==> config.mk <==
export PLATFORM = sky130hd
export DESIGN_NAME = stepper_step_pulse_generator
export DESIGN_NICKNAME = d
export VERILOG_FILES = /design/src/rtl/sspg_pkg.sv /design/src/rtl/stepper_step_pulse_generator.sv /design/src/rtl/sspg_divider.sv
export SDC_FILE = /design/constraint.sdc
export NUM_CORES = 2
export LEC_CHECK = 0
export BUFFER_PORTS_ARGS = -buffer_cell sky130_fd_sc_hd__buf_2
export CAP_MARGIN = 20
export CORE_MARGIN = 3
export CORE_UTILIZATION = 55
export CTS_CLUSTER_SIZE = 14
export DETAILED_ROUTE_END_ITERATION = 10
export GPL_ROUTABILITY_DRIVEN = 0
export PLACE_DENSITY_LB_ADDON = 0.08
export REMOVE_ABC_BUFFERS = 1
export SLEW_MARGIN = 15
export SYNTH_ARGS = -nofsm -noshare
export SYNTH_HDL_FRONTEND = slang
export SYNTH_SLANG_ARGS = --single-unit
==> constraint.sdc <==
create_clock -name clock -period 7.1 [get_ports clock]
set_input_delay 1.775 -clock clock [delete_from_list [all_inputs] [get_ports clock]]
set_output_delay 1.775 -clock clock [all_outputs]
set_load 0.005 [all_outputs]
==> src/rtl/sspg_pkg.sv <==
// shared types and constants for the step pulse generator
`default_nettype none

package sspg_pkg;

   localparam int unsigned DATA_W = 32;
   localparam int unsigned CFG_ADDR_W = 4;
   localparam int unsigned REQ_DATA_W = 104;
   localparam int unsigned RSP_DATA_W = 104;

   localparam logic [26:0] TICK_HZ_RESET = 27'd48000000;
   localparam logic [19:0] MIN_RATE_RESET = 20'd1;
   localparam logic [15:0] PULSE_TICKS_RESET = 16'd0;
   localparam logic [DATA_W-1:0] PERIOD_RESET = 32'd2880000000;

   localparam logic [DATA_W-1:0] DECEL_STEP = 32'd400;
   localparam logic [DATA_W-1:0] DECEL_ZONE = 32'd30;
   localparam logic [32:0] SEC_PER_MIN = 33'd60;

   typedef enum logic [2:0] {
      REQ_TICK   = 3'd0,
      REQ_RATE   = 3'd1,
      REQ_DIR    = 3'd2,
      REQ_STEPS  = 3'd3,
      REQ_EXEC   = 3'd4,
      REQ_STOP   = 3'd5,
      REQ_POS    = 3'd6,
      REQ_ENABLE = 3'd7
   } req_kind_type;

   typedef enum logic [1:0] {
      CSR_TICK_HZ     = 2'd0,
      CSR_MIN_RATE    = 2'd1,
      CSR_PULSE_TICKS = 2'd2,
      CSR_UNUSED      = 2'd3
   } csr_index_type;

   typedef struct packed {
      logic busy;
      logic done;
   } div_status_type;

endpackage

`default_nettype wire

==> src/rtl/stepper_step_pulse_generator.sv <==
// step and direction pulse generator top level with sequencer and csr port
// usage:
//   each request on req_ (tuser = request kind, tdata = operands) is one
//   command or one timer tick; each request yields exactly one response on
//   rsp_ carrying the pin levels, position, budget and rate after it.
//   configuration is written through the csr_ port (tick_hz at 0x0,
//   min_rate at 0x4, pulse_ticks at 0x8); the user must write it only
//   while no request is in flight, which the block does not enforce.
//   every request ends with a rate readback tick_hz*60 / period, done on one
//   shared divider; a set rate or an end-of-move restore adds one division,
//   a decelerating step adds two.
//   req_tready is high only while the sequencer is idle, one request at a
//   time; a request is never taken while another is in process.
//   a response waits in its output register while rsp_tready is low; the
//   next request is still taken, and its response waits for the first.
//   reset is synchronous; it returns the csr registers and motion state to
//   their defaults with the driver disabled and the period counter stopped.
`default_nettype none

module stepper_step_pulse_generator (
   input  wire                             clock,
   input  wire                             reset,
   input  wire                             req_tvalid,
   output logic                            req_tready,
   // rate_value, steps_value, position_value, forward, enable, zero pad
   input  wire  [sspg_pkg::REQ_DATA_W-1:0] req_tdata,
   // req_type
   input  wire  [2:0]                      req_tuser,
   output logic                            rsp_tvalid,
   input  wire                             rsp_tready,
   // step_pin, dir_pin, disable_pin, position_now, steps_left, rate_now,
   // timer_running, moving_mode, zero pad
   output logic [sspg_pkg::RSP_DATA_W-1:0] rsp_tdata,
   input  wire                             csr_psel,
   input  wire                             csr_penable,
   input  wire                             csr_pwrite,
   input  wire  [sspg_pkg::CFG_ADDR_W-1:0] csr_paddr,
   input  wire  [31:0]                     csr_pwdata,
   output logic [31:0]                     csr_prdata,
   output logic                            csr_pready
);
   import sspg_pkg::*;

   typedef enum logic [3:0] {
      S_IDLE   = 4'b0001,
      S_DECODE = 4'b0010,
      S_DIV    = 4'b0100,
      S_FINISH = 4'b1000
   } state_type;

   typedef enum logic [2:0] {
      OP_SET_RATE,
      OP_RESTORE,
      OP_DECEL_CUR,
      OP_DECEL_SET,
      OP_EXEC_CUR,
      OP_OUT
   } op_type;

   function automatic logic [DATA_W-1:0] rate_fix(input logic [DATA_W-1:0] r);
      rate_fix = (r == '0) ? DATA_W'(1) : r;
   endfunction

   // configuration
   logic [26:0] tick_hz_ff;
   logic [19:0] min_rate_ff;
   logic [15:0] pulse_ticks_ff;
   logic        csr_write;
   csr_index_type csr_idx;

   assign csr_pready = 1'b1;
   assign csr_write = csr_psel && csr_penable && csr_pwrite && csr_pready;
   assign csr_idx = csr_index_type'(csr_paddr[3:2]);

   always_ff @(posedge clock) begin
      if (reset) begin
         tick_hz_ff <= TICK_HZ_RESET;
         min_rate_ff <= MIN_RATE_RESET;
         pulse_ticks_ff <= PULSE_TICKS_RESET;
      end else if (csr_write) begin
         unique case (csr_idx)
            CSR_TICK_HZ:     tick_hz_ff <= csr_pwdata[26:0];
            CSR_MIN_RATE:    min_rate_ff <= csr_pwdata[19:0];
            CSR_PULSE_TICKS: pulse_ticks_ff <= csr_pwdata[15:0];
            CSR_UNUSED:      ;
         endcase
      end
   end

   always_comb begin
      unique case (csr_idx)
         CSR_TICK_HZ:     csr_prdata = {5'd0, tick_hz_ff};
         CSR_MIN_RATE:    csr_prdata = {12'd0, min_rate_ff};
         CSR_PULSE_TICKS: csr_prdata = {16'd0, pulse_ticks_ff};
         CSR_UNUSED:      csr_prdata = '0;
      endcase
   end

   // ticks per minute, saturated
   logic [32:0]       tpm_full;
   logic [DATA_W-1:0] tpm;

   assign tpm_full = 33'(tick_hz_ff) * SEC_PER_MIN;
   assign tpm = tpm_full[32] ? '1 : tpm_full[DATA_W-1:0];

   // shared divider
   logic              div_start;
   logic [DATA_W-1:0] div_divisor;
   logic [DATA_W-1:0] div_quo;
   div_status_type    div_stat;

   sspg_divider u_div (
      .clock    (clock),
      .reset    (reset),
      .start    (div_start),
      .dividend (tpm),
      .divisor  (div_divisor),
      .quotient (div_quo),
      .status   (div_stat)
   );

   // sequencer and motion state
   state_type         state_ff, state_in;
   op_type            op_ff, op_in;
   req_kind_type      kind_ff, kind_in;
   logic [DATA_W-1:0] rate_val_ff, rate_val_in;
   logic [DATA_W-1:0] steps_val_ff, steps_val_in;
   logic [DATA_W-1:0] pos_val_ff, pos_val_in;
   logic              fwd_ff, fwd_in;
   logic              en_ff, en_in;

   logic [DATA_W-1:0] period_count_ff, period_count_in;
   logic [DATA_W-1:0] active_period_ff, active_period_in;
   logic [DATA_W-1:0] pending_period_ff, pending_period_in;
   logic [DATA_W-1:0] saved_rate_ff, saved_rate_in;
   logic [DATA_W-1:0] step_budget_ff, step_budget_in;
   logic [DATA_W-1:0] position_ff, position_in;
   logic [15:0]       pulse_count_ff, pulse_count_in;
   logic              dir_ff, dir_in;
   logic              step_ff, step_in;
   logic              disable_ff, disable_in;
   logic              timer_en_ff, timer_en_in;
   logic              exec_mode_ff, exec_mode_in;
   logic [DATA_W-1:0] rate_hold_ff, rate_hold_in;

   logic                  rsp_valid_ff, rsp_valid_in;
   logic [RSP_DATA_W-1:0] rsp_data_ff, rsp_data_in;

   logic [DATA_W-1:0] budget_dec;
   logic [DATA_W-1:0] decel_rate;

   assign req_tready = (state_ff == S_IDLE);
   assign rsp_tvalid = rsp_valid_ff;
   assign rsp_tdata = rsp_data_ff;

   assign budget_dec = step_budget_ff - 1'b1;

   always_comb begin
      decel_rate = (div_quo > DECEL_STEP) ? div_quo - DECEL_STEP : '0;
      if (decel_rate < DATA_W'(min_rate_ff)) begin
         decel_rate = DATA_W'(min_rate_ff);
      end
   end

   always_comb begin
      state_in = state_ff;
      op_in = op_ff;
      kind_in = kind_ff;
      rate_val_in = rate_val_ff;
      steps_val_in = steps_val_ff;
      pos_val_in = pos_val_ff;
      fwd_in = fwd_ff;
      en_in = en_ff;
      period_count_in = period_count_ff;
      active_period_in = active_period_ff;
      pending_period_in = pending_period_ff;
      saved_rate_in = saved_rate_ff;
      step_budget_in = step_budget_ff;
      position_in = position_ff;
      pulse_count_in = pulse_count_ff;
      dir_in = dir_ff;
      step_in = step_ff;
      disable_in = disable_ff;
      timer_en_in = timer_en_ff;
      exec_mode_in = exec_mode_ff;
      rate_hold_in = rate_hold_ff;
      rsp_data_in = rsp_data_ff;
      rsp_valid_in = rsp_valid_ff && !rsp_tready;
      div_start = 1'b0;
      div_divisor = pending_period_ff;

      unique case (state_ff)
         S_IDLE: begin
            if (req_tvalid) begin
               kind_in = req_kind_type'(req_tuser);
               rate_val_in = req_tdata[31:0];
               steps_val_in = req_tdata[63:32];
               pos_val_in = req_tdata[95:64];
               fwd_in = req_tdata[96];
               en_in = req_tdata[97];
               state_in = S_DECODE;
            end
         end
         S_DECODE: begin
            state_in = S_DIV;
            op_in = OP_OUT;
            div_start = 1'b1;
            unique case (kind_ff)
               REQ_TICK: begin
                  if (step_ff) begin
                     if (pulse_count_ff == '0) begin
                        step_in = 1'b0;
                     end else begin
                        pulse_count_in = pulse_count_ff - 1'b1;
                     end
                  end
                  if (timer_en_ff) begin
                     if (period_count_ff <= DATA_W'(1)) begin
                        period_count_in = active_period_ff;
                        step_in = 1'b1;
                        pulse_count_in = pulse_ticks_ff;
                        position_in = dir_ff ? position_ff + 1'b1 : position_ff - 1'b1;
                        if (!step_budget_ff[DATA_W-1] && budget_dec == '0) begin
                           // end of move: restore the saved rate
                           op_in = OP_RESTORE;
                           div_divisor = rate_fix(saved_rate_ff);
                           exec_mode_in = 1'b0;
                           step_budget_in = '1;
                           timer_en_in = 1'b0;
                        end else if (!step_budget_ff[DATA_W-1]
                                     && (budget_dec[DATA_W-1] || budget_dec < DECEL_ZONE)) begin
                           op_in = OP_DECEL_CUR;
                           step_budget_in = budget_dec;
                        end else begin
                           if (!step_budget_ff[DATA_W-1]) begin
                              step_budget_in = budget_dec;
                           end
                           if (!exec_mode_ff) begin
                              timer_en_in = 1'b0;
                           end else begin
                              active_period_in = pending_period_ff;
                              period_count_in = pending_period_ff;
                              timer_en_in = 1'b1;
                           end
                        end
                     end else begin
                        period_count_in = period_count_ff - 1'b1;
                     end
                  end
               end
               REQ_RATE: begin
                  op_in = OP_SET_RATE;
                  div_divisor = rate_fix(rate_val_ff);
               end
               REQ_DIR:   dir_in = fwd_ff;
               REQ_STEPS: step_budget_in = steps_val_ff[DATA_W-1] ? '1 : steps_val_ff;
               REQ_EXEC: begin
                  op_in = OP_EXEC_CUR;
                  exec_mode_in = 1'b1;
                  if (!timer_en_ff) begin
                     timer_en_in = 1'b1;
                     period_count_in = active_period_ff;
                  end
               end
               REQ_STOP:   timer_en_in = 1'b0;
               REQ_POS:    position_in = pos_val_ff;
               REQ_ENABLE: disable_in = !en_ff;
            endcase
         end
         S_DIV: begin
            if (div_stat.done) begin
               unique case (op_ff)
                  OP_SET_RATE, OP_RESTORE, OP_DECEL_SET: begin
                     pending_period_in = div_quo;
                     if (div_quo < period_count_ff) begin
                        active_period_in = div_quo;
                        period_count_in = div_quo;
                        if (op_ff != OP_RESTORE) begin
                           timer_en_in = 1'b1;
                        end
                     end
                     if (op_ff == OP_DECEL_SET) begin
                        if (!exec_mode_ff) begin
                           timer_en_in = 1'b0;
                        end else begin
                           active_period_in = div_quo;
                           period_count_in = div_quo;
                           timer_en_in = 1'b1;
                        end
                     end
                     op_in = OP_OUT;
                     div_start = 1'b1;
                     div_divisor = div_quo;
                  end
                  OP_DECEL_CUR: begin
                     op_in = OP_DECEL_SET;
                     div_start = 1'b1;
                     div_divisor = rate_fix(decel_rate);
                  end
                  OP_EXEC_CUR: begin
                     saved_rate_in = div_quo;
                     rate_hold_in = div_quo;
                     state_in = S_FINISH;
                  end
                  OP_OUT: begin
                     rate_hold_in = div_quo;
                     state_in = S_FINISH;
                  end
               endcase
            end
         end
         S_FINISH: begin
            if (!rsp_valid_ff || rsp_tready) begin
               rsp_data_in = {3'd0, exec_mode_ff, timer_en_ff, rate_hold_ff,
                              step_budget_ff, position_ff, disable_ff, dir_ff, step_ff};
               rsp_valid_in = 1'b1;
               state_in = S_IDLE;
            end
         end
         default: state_in = S_IDLE;
      endcase
   end

   always_ff @(posedge clock) begin
      if (reset) begin
         state_ff <= S_IDLE;
         op_ff <= OP_OUT;
         period_count_ff <= '0;
         active_period_ff <= '0;
         pending_period_ff <= PERIOD_RESET;
         saved_rate_ff <= DATA_W'(MIN_RATE_RESET);
         step_budget_ff <= '1;
         position_ff <= '0;
         pulse_count_ff <= '0;
         dir_ff <= 1'b0;
         step_ff <= 1'b0;
         disable_ff <= 1'b1;
         timer_en_ff <= 1'b0;
         exec_mode_ff <= 1'b1;
         rsp_valid_ff <= 1'b0;
      end else begin
         state_ff <= state_in;
         op_ff <= op_in;
         period_count_ff <= period_count_in;
         active_period_ff <= active_period_in;
         pending_period_ff <= pending_period_in;
         saved_rate_ff <= saved_rate_in;
         step_budget_ff <= step_budget_in;
         position_ff <= position_in;
         pulse_count_ff <= pulse_count_in;
         dir_ff <= dir_in;
         step_ff <= step_in;
         disable_ff <= disable_in;
         timer_en_ff <= timer_en_in;
         exec_mode_ff <= exec_mode_in;
         rsp_valid_ff <= rsp_valid_in;
      end
      kind_ff <= kind_in;
      rate_val_ff <= rate_val_in;
      steps_val_ff <= steps_val_in;
      pos_val_ff <= pos_val_in;
      fwd_ff <= fwd_in;
      en_ff <= en_in;
      rate_hold_ff <= rate_hold_in;
      rsp_data_ff <= rsp_data_in;
   end

   assert property (@(posedge clock) disable iff (reset) $onehot(state_ff))
      else $error("sequencer state not one-hot");
   assert property (@(posedge clock) disable iff (reset)
      req_tvalid && req_tready |=> state_ff == S_DECODE && !req_tready)
      else $error("request accepted without decode");
   assert property (@(posedge clock) disable iff (reset)
      state_ff == S_DIV && !div_stat.busy && !div_stat.done |-> 1'b0)
      else $error("sequencer waits on an idle divider");
   assert property (@(posedge clock) disable iff (reset)
      state_ff == S_FINISH && !rsp_valid_ff |=> rsp_valid_ff && state_ff == S_IDLE)
      else $error("response not loaded");
   assert property (@(posedge clock) disable iff (reset)
      state_ff == S_DECODE |=> div_stat.busy)
      else $error("decode did not start the divider");

endmodule

`default_nettype wire

==> src/rtl/sspg_divider.sv <==
// iterative restoring divider, one quotient bit per cycle
`default_nettype none

module sspg_divider (
   input  wire                         clock,
   input  wire                         reset,
   input  wire                         start,
   input  wire  [sspg_pkg::DATA_W-1:0] dividend,
   input  wire  [sspg_pkg::DATA_W-1:0] divisor,
   output logic [sspg_pkg::DATA_W-1:0] quotient,
   output sspg_pkg::div_status_type    status
);
   import sspg_pkg::*;

   localparam int unsigned CNT_W = $clog2(DATA_W);

   logic [DATA_W-1:0] quo_ff, quo_in;
   logic [DATA_W-1:0] rem_ff, rem_in;
   logic [DATA_W-1:0] dvs_ff, dvs_in;
   logic [CNT_W-1:0]  cnt_ff, cnt_in;
   logic              busy_ff, busy_in;
   logic              done_ff, done_in;
   logic [DATA_W:0]   shifted;
   logic [DATA_W+1:0] diff;

   assign shifted = {rem_ff, quo_ff[DATA_W-1]};
   assign diff = {1'b0, shifted} - {2'b00, dvs_ff};

   always_comb begin
      quo_in = quo_ff;
      rem_in = rem_ff;
      dvs_in = dvs_ff;
      cnt_in = cnt_ff;
      busy_in = busy_ff;
      done_in = 1'b0;
      if (start) begin
         quo_in = dividend;
         rem_in = '0;
         dvs_in = divisor;
         cnt_in = CNT_W'(DATA_W - 1);
         busy_in = 1'b1;
      end else if (busy_ff) begin
         if (!diff[DATA_W+1]) begin
            rem_in = diff[DATA_W-1:0];
            quo_in = {quo_ff[DATA_W-2:0], 1'b1};
         end else begin
            rem_in = shifted[DATA_W-1:0];
            quo_in = {quo_ff[DATA_W-2:0], 1'b0};
         end
         if (cnt_ff == '0) begin
            busy_in = 1'b0;
            done_in = 1'b1;
         end else begin
            cnt_in = cnt_ff - 1'b1;
         end
      end
   end

   always_ff @(posedge clock) begin
      if (reset) begin
         busy_ff <= 1'b0;
         done_ff <= 1'b0;
      end else begin
         busy_ff <= busy_in;
         done_ff <= done_in;
      end
      quo_ff <= quo_in;
      rem_ff <= rem_in;
      dvs_ff <= dvs_in;
      cnt_ff <= cnt_in;
   end

   assign quotient = quo_ff;
   assign status = '{busy: busy_ff, done: done_ff};

   assert property (@(posedge clock) disable iff (reset) start |=> busy_ff && !done_ff)
      else $error("divider did not start");
   assert property (@(posedge clock) disable iff (reset) done_ff |-> !busy_ff)
      else $error("divider done while busy");
   assert property (@(posedge clock) disable iff (reset)
      busy_ff && !start && cnt_ff == '0 |=> done_ff)
      else $error("divider missed its last step");

endmodule

`default_nettype wire
==> results.toml <==
[setup_path]
worstPathArrival_ps = 6480
crit_buf_inv = 1
cp_slowest_stage_delay_ps = 670
critPathTopFamily = "compound AO/OA/AOI/OAI gates"
crit_type = "reg2reg"
cp_max_fo = 23
required_ps = 7530
slowest_stage = "or4_1"
critPathLaunchType = "register"
endpoint_kind = "register"
crit_chain = "or4_1 > o311ai_1 > nand4_1 > nor2_4 > nor3_1 > ha_1 > a21o_1 > a21oi_1 > o21ai_0 > a221oi_1 > nor2_1 > a211oi_2 > o21a_1 > buf_4 > a21oi_1 > a221o_1 > o21ai_0"

[clock_tree]
cts_buffers = 71
cts_root_buf = "clkbuf_16"
cts_resized = 0
h-tree-depth = 3
post_cts_buffers = 0
clkTransAtPathRegs_ps = 60
cts.sinks = 621
cts_hold_buf = 0
cts_tree = "done"
worstSkewPairLatency_ps = 610
cts_buffer_depth = 3

[place]
portBuffers = 266
dp_hpwl_um = 77700
place_inst = 4910
place_area_um2 = 38100

[detailed_routing]
drt-pass1-iter-count = 9
drc = 1
drt-vias-per-instance = 6.30
route.detailed.wl_per_inst_um = 22.2
vias = 31800
ant_nets = 0
drt_iter0_drc = 3036
routed_wl_um = 112000

[layout]
final_cell_mix = "nand2_1 (493), a21oi_1 (378), dfxtp_1 (323)"
syn2layout_area_growth_pct = 12.7
nets = 4489
layout_commonest_cell = "nand2_1"
finalInstanceArea_um2 = 40400
drive_gt1_frac = 0.127
final_util = 0.627
diodes = 0
fin_cells = 5042

[job]
maxCapViolCount = 0

[status]
violations = "DRC"
status = "finished with violations"

[global_route]
grt-ovfl-total = 0
grt_pass1_vias = 29200
grt_max_degree = 124
gr-usage-all-layers = 0.320
grt_pass1_wl_um = 171000
antenna_found_initial = 0

[timing]
period_share = 0.851
slew_violations = 0
whs_ps = 417
max_freq_mhz = 165
fin_crit_ps = 6040
setup_viol = 0
rsz0062_at_grt = "false"
max_slew_margin = 0.246
tightest_slew_ps = 1130
hold_viol_final = 0
finClkSkew_ps = 26.2

[synthesis]
netlist_instances = 3949
synth_flop_cell = "dfxtp_1"
ys_types = 95
synth_edf_count = 298
ys_ff_latch = 621
yosys_warnings = 0
syn_area_per_cell_um2 = 9.09
async_flop_share = 0
yosysSeqAreaShare = 0.429
synth_area_um2 = 35900

[power_and_ir_drop]
power.leakage_nw = 15.4
p_per_area_nw_per_um2 = 325
peakVddDrop_uv = 193

[die]
dieHeight_um = 261
start_util = 0.557
rows = 93
core_area_um2 = 64500
num_io_pins = 289
die_area_um2 = 68400
fp.dieW_um = 261

[hold_path]
worst_hold_path_type = "reg2reg"
[worst register-to-register path, cell delays in order, from the launching register on]
cell and delay (ps):
edfxtp_1 620, or4_1 680, o311ai_1 500, nand4_1 230, nor2_4 470, nor3_1 190, ha_1 330, a21o_1 180
a21oi_1 130, o21ai_0 100, a221oi_1 250, nor2_1 100, a211oi_2 630, o21a_1 530, buf_4 260, a21oi_1 140
a221o_1 410, o21ai_0 110
[logic make-up after synthesis]
kind of cell / count (synthesis) / share of synthesized area
AOI/OAI and AO/OA: 1199 / 0.215
xor gates and xnor gates: 142 / 0.0346
adders and majority gates: 209 / 0.0839
buffers and inverters: 410 / 0.0457
DFF: 621 / 0.429
muxes: 94 / 0.0263
other: 2 / 0.000209
and+or+nand+nor: 1272 / 0.165
[path summary, 6_finish.rpt]
path                      from  cells past startpoint  slack [ps]               to
max          u_div.quotient[0]                     17        1060  u_div.dvs_ff[1]
min           rate_hold_ff[29]                      0         420    rsp_tdata[96]
max reg2reg  u_div.quotient[0]                     17        1060  u_div.dvs_ff[1]
min reg2reg   rate_hold_ff[29]                      0         420    rsp_tdata[96]
[power breakdown]
part | internal [W] | total [W] | switching, W
logic | 0.00183 | 0.00481 | 0.00298
registers | 0.00428 | 0.00466 | 0.000374
clock network | 0.00217 | 0.00367 | 0.00150
total | 0.00828 | 0.0131 | 0.00486
[metal layers]
metal,track usage,wire (um),vias up,share of wire
met4,0.144,5080,0,0.045
li1,-,-,14900,-
met2,0.501,49700,1444,0.44
met3,0.0468,9430,270,0.084
met5,0,0,-,0
met1,0.442,47500,15200,0.43
[synth_stat cells (all sizes together) (37+ instances only)]
cell	number	area, um2
inv	141	529
a211oi	46	350
xnor2	104	911
mux2i	91	911
nand2	495	1860
o22ai	37	231
xor2	38	333
a31oi	63	394
a21o	85	638
a221oi	77	674
nor2	286	1090
a21oi	379	1910
nor3	108	557
fa	53	1060
nand3	90	450
nor4	64	443
ha	156	1950
o21ai	266	1330
clkbuf	215	808
dfxtp	323	6470
buf	53	299
edfxtp	298	8950
[per-stage QoR]
stage	total power (W)	TNS [ps]	setup WS, ps
after floorplan	0.00792	-460040	-5180
after global placement	0.00935	0	1160
after detailed placement	0.00939	0	1200
after CTS	0.0131	0	1160
after global routing	0.0138	0	770
final	0.0131	0	1060
[flip-flops by register name (all words and copies together) (netlist names), 3 cells and up]
name               count
state_ff               4
steps_val_ff          32
u_div.quotient        32
u_div.rem_ff          32
pulse_count_ff        16
tick_hz_ff            27
period_count_ff       32
min_rate_ff           20
pos_val_ff            32
rate_hold_ff          32
kind_ff                3
u_div.dvs_ff          32
rate_val_ff           32
pulse_ticks_ff        16
position_ff           32
step_budget_ff        32
rsp_tdata            101
u_div.cnt_ff           5
op_ff                  3
pending_period_ff     32
active_period_ff      32
saved_rate_ff         32
[layout make-up]
cell class | count | area (um2)
fillers | 5593 | 24000
multi-input cells | 2925 | 19000
flip-flops and latches | 621 | 15400
repair buffers | 369 | 2150
clock buffers | 109 | 2110
well taps | 855 | 1070
inverters | 142 | 534
clock inverters | 21 | 208
Note: power is estimated with default switching activity, not from simulation.
